**src/sv/id3_pkg.sv**
```systemverilog
`timescale 1ns / 1ps
`default_nettype none
// ----------------------------------------------------------------------------
// id3_pkg
// Shared constants and types for the ID3v2 tag header parser.
// ----------------------------------------------------------------------------
package id3_pkg;

  localparam logic [7:0] MAGIC_0     = 8'h49;  // 'I'
  localparam logic [7:0] MAGIC_1     = 8'h44;  // 'D'
  localparam logic [7:0] MAGIC_2     = 8'h33;  // '3'
  localparam logic [7:0] BYTE_FF     = 8'hFF;
  localparam logic [7:0] BYTE_00     = 8'h00;
  localparam logic [7:0] MAJOR_MIN   = 8'd2;
  localparam logic [7:0] MAJOR_MAX   = 8'd4;
  localparam logic [7:0] MAJOR_V3    = 8'd3;
  localparam int         UNSYNC_BIT  = 7;
  localparam int         SIZE_W      = 28;

  localparam logic [3:0] IDX_MAGIC_0 = 4'd0;
  localparam logic [3:0] IDX_MAGIC_1 = 4'd1;
  localparam logic [3:0] IDX_MAGIC_2 = 4'd2;
  localparam logic [3:0] IDX_MAJOR   = 4'd3;
  localparam logic [3:0] IDX_REV     = 4'd4;
  localparam logic [3:0] IDX_FLAGS   = 4'd5;
  localparam logic [3:0] IDX_LAST    = 4'd9;

  localparam logic KIND_HEADER = 1'b0;
  localparam logic KIND_BODY   = 1'b1;

  typedef struct packed {
    logic              kind;
    logic [7:0]        out_byte;
    logic              byte_present;
    logic              header_valid;
    logic [7:0]        major_version;
    logic [7:0]        revision;
    logic [7:0]        header_flags;
    logic [SIZE_W-1:0] tag_size;
    logic              unsync_applied;
    logic              end_of_tag;
  } result_t;

endpackage
`default_nettype wire

```
**src/sv/id3v2_header_unsync_parser.sv**
```systemverilog
`timescale 1ns / 1ps
`default_nettype none
// ----------------------------------------------------------------------------
// id3v2_header_unsync_parser
// Parses the 10-byte ID3v2 header, reports it, then streams body bytes with
// FF 00 unsynchronisation removal for version 3 tags with the unsync flag set.
// ----------------------------------------------------------------------------
// A byte passes the input register, then the result register; only the last
//   header byte (as the header report) and body bytes produce a result.
// Throughput: 1 byte per cycle unless output stalls; single-pass state update.
// Reset: synchronous active-low rst_n clears the parser state and both
//   handshake stages; the block is ready on the first cycle after reset.
module id3v2_header_unsync_parser
  import id3_pkg::*;
(
  input  wire logic        clk,
  input  wire logic        rst_n,
  input  wire logic        in_tvalid,
  output logic             in_tready,
  input  wire logic [7:0]  in_tdata,   // [7:0] data_byte
  input  wire logic        in_tuser,   // [0] start_of_tag
  output logic             out_tvalid,
  input  wire logic        out_tready,
  output logic [63:0]      out_tdata,  // [7:0] out_byte, [8] byte_present,
                                       // [9] header_valid, [17:10] major_version,
                                       // [25:18] revision, [33:26] header_flags,
                                       // [61:34] tag_size, [62] unsync_applied,
                                       // [63] zero
  output logic             out_tuser,  // [0] kind
  output logic             out_tlast   // end_of_tag
);

  typedef enum logic [1:0] {
    PH_IDLE,
    PH_HEADER,
    PH_BODY,
    PH_DONE
  } phase_t;

  phase_t            phase_r, phase_nxt;
  logic [3:0]        idx_r, idx_nxt;
  logic              magic_ok_r, magic_ok_nxt;
  logic [7:0]        major_r, major_nxt;
  logic [7:0]        rev_r, rev_nxt;
  logic [7:0]        flags_r, flags_nxt;
  logic [SIZE_W-1:0] size_r, size_nxt;
  logic [SIZE_W-1:0] left_r, left_nxt;
  logic              prev_ff_r, prev_ff_nxt;
  logic              unsync_r, unsync_nxt;

  logic              in_valid_r;
  logic [7:0]        in_byte_r;
  logic              in_start_r;

  logic              out_valid_r;
  result_t           res_r, res_nxt;
  logic              res_hit;

  logic              advance;
  logic              fire;
  logic              hdr_ok;

  assign advance   = !out_valid_r || out_tready;
  assign fire      = in_valid_r && advance;
  assign in_tready = !in_valid_r || advance;

  always_comb begin
    phase_nxt    = in_start_r ? PH_HEADER : phase_r;
    idx_nxt      = in_start_r ? IDX_MAGIC_0 : idx_r;
    magic_ok_nxt = in_start_r ? 1'b1 : magic_ok_r;
    major_nxt    = major_r;
    rev_nxt      = rev_r;
    flags_nxt    = flags_r;
    size_nxt     = in_start_r ? '0 : size_r;
    left_nxt     = left_r;
    prev_ff_nxt  = in_start_r ? 1'b0 : prev_ff_r;
    unsync_nxt   = in_start_r ? 1'b0 : unsync_r;
    res_nxt      = '0;
    res_hit      = 1'b0;
    hdr_ok       = 1'b0;

    case (phase_nxt)
      PH_HEADER: begin
        case (idx_nxt)
          IDX_MAGIC_0: magic_ok_nxt = magic_ok_nxt && (in_byte_r == MAGIC_0);
          IDX_MAGIC_1: magic_ok_nxt = magic_ok_nxt && (in_byte_r == MAGIC_1);
          IDX_MAGIC_2: magic_ok_nxt = magic_ok_nxt && (in_byte_r == MAGIC_2);
          IDX_MAJOR:   major_nxt = in_byte_r;
          IDX_REV:     rev_nxt = in_byte_r;
          IDX_FLAGS:   flags_nxt = in_byte_r;
          default:     size_nxt = {size_nxt[SIZE_W-8:0], in_byte_r[6:0]};
        endcase
        if (idx_nxt == IDX_LAST) begin
          hdr_ok = magic_ok_nxt && (size_nxt != '0) &&
                   (major_nxt >= MAJOR_MIN) && (major_nxt <= MAJOR_MAX);
          unsync_nxt             = hdr_ok && (major_nxt == MAJOR_V3) &&
                                   flags_nxt[UNSYNC_BIT];
          res_hit                = 1'b1;
          res_nxt.kind           = KIND_HEADER;
          res_nxt.header_valid   = hdr_ok;
          res_nxt.major_version  = major_nxt;
          res_nxt.revision       = rev_nxt;
          res_nxt.header_flags   = flags_nxt;
          res_nxt.tag_size       = size_nxt;
          res_nxt.unsync_applied = unsync_nxt;
          res_nxt.end_of_tag     = !hdr_ok;
          idx_nxt                = IDX_MAGIC_0;
          prev_ff_nxt            = 1'b0;
          left_nxt               = hdr_ok ? size_nxt : '0;
          phase_nxt              = hdr_ok ? PH_BODY : PH_DONE;
        end else begin
          idx_nxt = idx_nxt + 4'd1;
        end
      end
      PH_BODY: begin
        res_hit                = 1'b1;
        res_nxt.kind           = KIND_BODY;
        res_nxt.out_byte       = in_byte_r;
        res_nxt.byte_present   = !(unsync_nxt && prev_ff_nxt && (in_byte_r == BYTE_00));
        res_nxt.unsync_applied = unsync_nxt;
        res_nxt.end_of_tag     = (left_nxt == SIZE_W'(1));
        prev_ff_nxt            = (in_byte_r == BYTE_FF);
        left_nxt               = left_nxt - SIZE_W'(1);
        if (left_nxt == '0) begin
          phase_nxt = PH_DONE;
        end
      end
      default: begin
      end
    endcase
  end

  always_ff @(posedge clk) begin
    if (!rst_n) begin
      in_valid_r  <= 1'b0;
      out_valid_r <= 1'b0;
      phase_r     <= PH_IDLE;
      idx_r       <= '0;
      magic_ok_r  <= 1'b0;
      major_r     <= '0;
      rev_r       <= '0;
      flags_r     <= '0;
      size_r      <= '0;
      left_r      <= '0;
      prev_ff_r   <= 1'b0;
      unsync_r    <= 1'b0;
    end else begin
      if (in_tready) begin
        in_valid_r <= in_tvalid;
      end
      if (advance) begin
        out_valid_r <= fire && res_hit;
      end
      if (fire) begin
        phase_r    <= phase_nxt;
        idx_r      <= idx_nxt;
        magic_ok_r <= magic_ok_nxt;
        major_r    <= major_nxt;
        rev_r      <= rev_nxt;
        flags_r    <= flags_nxt;
        size_r     <= size_nxt;
        left_r     <= left_nxt;
        prev_ff_r  <= prev_ff_nxt;
        unsync_r   <= unsync_nxt;
      end
    end
  end

  always_ff @(posedge clk) begin
    if (in_tvalid && in_tready) begin
      in_byte_r  <= in_tdata;
      in_start_r <= in_tuser;
    end
    if (fire && res_hit) begin
      res_r <= res_nxt;
    end
  end

  assign out_tvalid = out_valid_r;
  assign out_tuser  = res_r.kind;
  assign out_tlast  = res_r.end_of_tag;
  assign out_tdata  = {1'b0, res_r.unsync_applied, res_r.tag_size, res_r.header_flags,
                       res_r.revision, res_r.major_version, res_r.header_valid,
                       res_r.byte_present, res_r.out_byte};

  // header reports never carry a body byte
  a_hdr_no_byte: assert property (@(posedge clk) disable iff (!rst_n)
    (out_valid_r && res_r.kind == KIND_HEADER) |-> !res_r.byte_present)
    else $error("header report flags a body byte");

  // an invalid header closes the tag and never enables unsync
  a_bad_hdr_last: assert property (@(posedge clk) disable iff (!rst_n)
    (out_valid_r && res_r.kind == KIND_HEADER && !res_r.header_valid) |->
      (res_r.end_of_tag && !res_r.unsync_applied))
    else $error("invalid header report not closing tag");

  // without unsync every body byte is passed
  a_body_pass: assert property (@(posedge clk) disable iff (!rst_n)
    (out_valid_r && res_r.kind == KIND_BODY && !res_r.unsync_applied) |->
      res_r.byte_present)
    else $error("body byte dropped without unsync");

  // body phase always has bytes left to count
  a_body_left: assert property (@(posedge clk) disable iff (!rst_n)
    (phase_r == PH_BODY) |-> (left_r != '0))
    else $error("body phase with zero bytes left");

  // header index stays within the header length
  a_idx_range: assert property (@(posedge clk) disable iff (!rst_n)
    idx_r <= IDX_LAST)
    else $error("header index out of range");

endmodule
`default_nettype wire
```
**config.mk**
```make
export PLATFORM = sky130hd
export DESIGN_NAME = id3v2_header_unsync_parser
export DESIGN_NICKNAME = d
export VERILOG_FILES = /design/src/sv/id3_pkg.sv /design/src/sv/id3v2_header_unsync_parser.sv
export SDC_FILE = /design/constraint.sdc
export NUM_CORES = 1
export LEC_CHECK = 0
export BUFFER_PORTS_ARGS = -buffer_cell sky130_fd_sc_hd__clkbuf_2
export CORE_ASPECT_RATIO = 1.5
export CORE_MARGIN = 3
export CORE_UTILIZATION = 50
export CTS_CLUSTER_DIAMETER = 60
export DETAILED_ROUTE_END_ITERATION = 10
export GPL_TIMING_DRIVEN = 0
export PLACE_DENSITY = 0.69
export REMOVE_ABC_BUFFERS = 1
export SLEW_MARGIN = 20
export SYNTH_ARGS = -nofsm -noshare
export SYNTH_HDL_FRONTEND = slang
export SYNTH_SLANG_ARGS = --single-unit
export TNS_END_PERCENT = 30
```
**constraint.sdc**
```tcl
create_clock -name clk -period 10.1 [get_ports clk]
set_input_delay 0.505 -clock clk [delete_from_list [all_inputs] [get_ports clk]]
set_output_delay 0.505 -clock clk [all_outputs]
set_load 0.01 [all_outputs]
```
==> run metrics <==
status=completed; Syn Inst Count=a little over 900; minimum clock period=just under 5 ns; skew final=~0.011 ns; Yosys reg bits=165; Setup Buffers After CTS=0; synthesized area=between 8000 and 9000 sq um; Routed WL=about 22 mm; asr flop ratio synth=0; R2R cell count=12; antenna diode count=0; DR vias/cell=slightly above 6; Crit Path Max Fanout=28; final core occ=0.596; fmax=around 210 MHz; Slew @ Worst Pin=between 1 and 1.5 ns; Hold Vio Cnt, Final=0; post-synth top area share=0.274; CP Class=flop to flop; All-Layer GR Usage=0.250; Lkg Pwr=3.09 nW; commonest non-fill, non-tap cell in the layout=nand2_1; TritonCTS clock tree=built; clk slew on worst S/H paths=around 0.070 ns; IO Port Bufs=about 80; # DRC=0; RSZ-0062 raised after global routing=no; Num CTS Buffers=17; post_cts resized=0; Cell Count, Final, Fillers Out=between 1,000 and 1,500; synth unique cells=68; Detailed Place HPWL=roughly 15 mm; Hold Crit Class=input pin to flop; initial drt markers=~540; area grow syn2layout=16.0%; most frequent cells in the layout=nand2_1, nor2_1, dfxtp_1; Cells after DPL=approximately 1,100; Placer Congestion=slightly above 0.9; pin count of the biggest net entering global routing=48; initial antenna violation count=0; Max Slew Vio Count=0; WL per Instance=about 19 microns; H-tree Lvls=4; Core Region=15,800 sq um; drt pass-1 iters=5; vias in the first global route=about 6,600; Most used DFF post-synth=dfxtp_1; Clock Latency Late Sink=0.43 ns; die area=~18,000 sq um; Yosys top cell by area=edfxtp_1; critical path startpoint category=flop; first-pass GRT wire length=34.6 mm; Max clock buf depth=2; register area share after synthesis=0.499; fillers=about 1,400; final worst path period share=0.478; Setup crit end kind=flop; GR Overflow Total=0; Vias=7,087; PwrDens=between 150 and 200 nW/um^2; Final Power=between 1 and 1.5 mW; EDFF count, synth=74; Yosys Warn Count=0; io pins=just over 80; Min-Delay Path Depth=1; CTS Hold Bufs=0; Worst EP arrival=roughly 5.2 ns; synthesized area per cell=~8.9 sq um; placed cell areas=8720 sq um; finished layout cell area=~9400 sq um; Cell Rows=56; worst vdd rail ir drop=0.000100 V; Die Span Y=about 160 microns; Antenna Violating Nets Remaining=0; Die X=110 microns; clock root buffer=clkbuf_16; # clock sinks=about 170; Critical Path RT=roughly 10 ns; fin nets=972; Worst slew margin=0.217; top cells by area, synth=edfxtp_1, dfxtp_1, nand2_1; final setup vio count=0; MaxCap Viol Count=0; Initial Util=0.514; fraction of layout cells with a size suffix above 1=0.153
synthesized netlist by cell type, types with 13 or more instances:
library cell	number
mux2i_1	19
a22oi_1	30
nand2_1	146
nand4_1	13
dfxtp_1	91
nor3_1	28
edfxtp_1	74
and2_1	41
a21oi_1	89
clkbuf_1	56
nor2_1	96
o21ai_0	45
nand3_1	25
where the power goes:
part | switching, mW | internal (mW)
Clock | 0.285 | 0.454
Combinational | 0.0287 | 0.0127
Sequential | 0.0158 | 0.696
Total | 0.329 | 1.16
per-layer routing:
metal	track usage	up-vias	part of all wire	wire, microns
li1	-	3353	-	-
met1	0.304	3382	0.38	8310
met2	0.430	284	0.53	11400
met3	0.0402	68	0.056	1220
met4	0.106	0	0.036	786
met5	0	-	0	0
flip-flops by register name (all words and copies together), names as in the netlist, 2 cells and up:
name and count:
phase_r 2, rev_r 8, major_r 8, out_tdata 63, size_r 28, flags_r 8
left_r 28, in_byte_r 8, idx_r 4
logic make-up (layout without fill, tap and decap cells):
| kind of cell | Yosys count | after routing | share of synthesized area |
|---|---|---|---|
| AO/OA/AOI/OAI | 220 | 220 | 0.167 |
| multiplexers | 19 | 19 | 0.0235 |
| adder cells (fa/ha/maj) | 4 | 4 | 0.00618 |
| AND/OR/NAND/NOR | 408 | 408 | 0.246 |
| buffers and inverters | 81 | 136 | 0.0415 |
| other | 1 | 1 | 0.000463 |
| flip-flops | 165 | 165 | 0.499 |
| XOR/XNOR | 15 | 15 | 0.0162 |
stage by stage:
step / worst slack (ns) / setup TNS, ns / hold slack [ns]
6_report: 5.28 / 0 / 0.245
5_1_grt: 5.01 / 0 / 0.235
4_1_cts: 5.16 / 0 / 0.238
3_5_place_dp: 5.18 / 0 / 0.457
3_3_place_gp: -1.50 / -99.14 / 0.453
2_1_floorplan: 1.94 / 0 / 0.444
cell type report:
cell class,instances,area (sq um),area share
tap,203,254,0.0270
inverter,11,42.5,0.00452
clock inverter,14,239,0.0254
clock buffer,18,439,0.0467
timing repair buffer,93,626,0.0665
multi-input combinational,667,3760,0.400
sequential,165,4040,0.430
worst max-delay path, cell delays in order, from the launching register on:
cell and delay (ns):
edfxtp_1 0.59, buf_16 0.25, buf_8 0.17, nand2b_1 0.18, inv_1 0.07, ha_2 0.54, clkinv_1 0.53, nor2_1 0.31
o21a_1 0.79, nand2_1 0.57, or3_1 0.49, a21oi_1 0.15, a41o_1 0.10
worst paths after layout:
| check | startpoint | end | slack (ns) |
|---|---|---|---|
| max reg2reg | in_start_r | left_r[25] | 5.28 |
| min reg2reg | major_r[6] | major_r[6] | 0.47 |
| min | in_tdata[4] | in_byte_r[4] | 0.25 |
| max | in_start_r | left_r[25] | 5.28 |
Note: power is estimated with default switching activity, not from simulation.
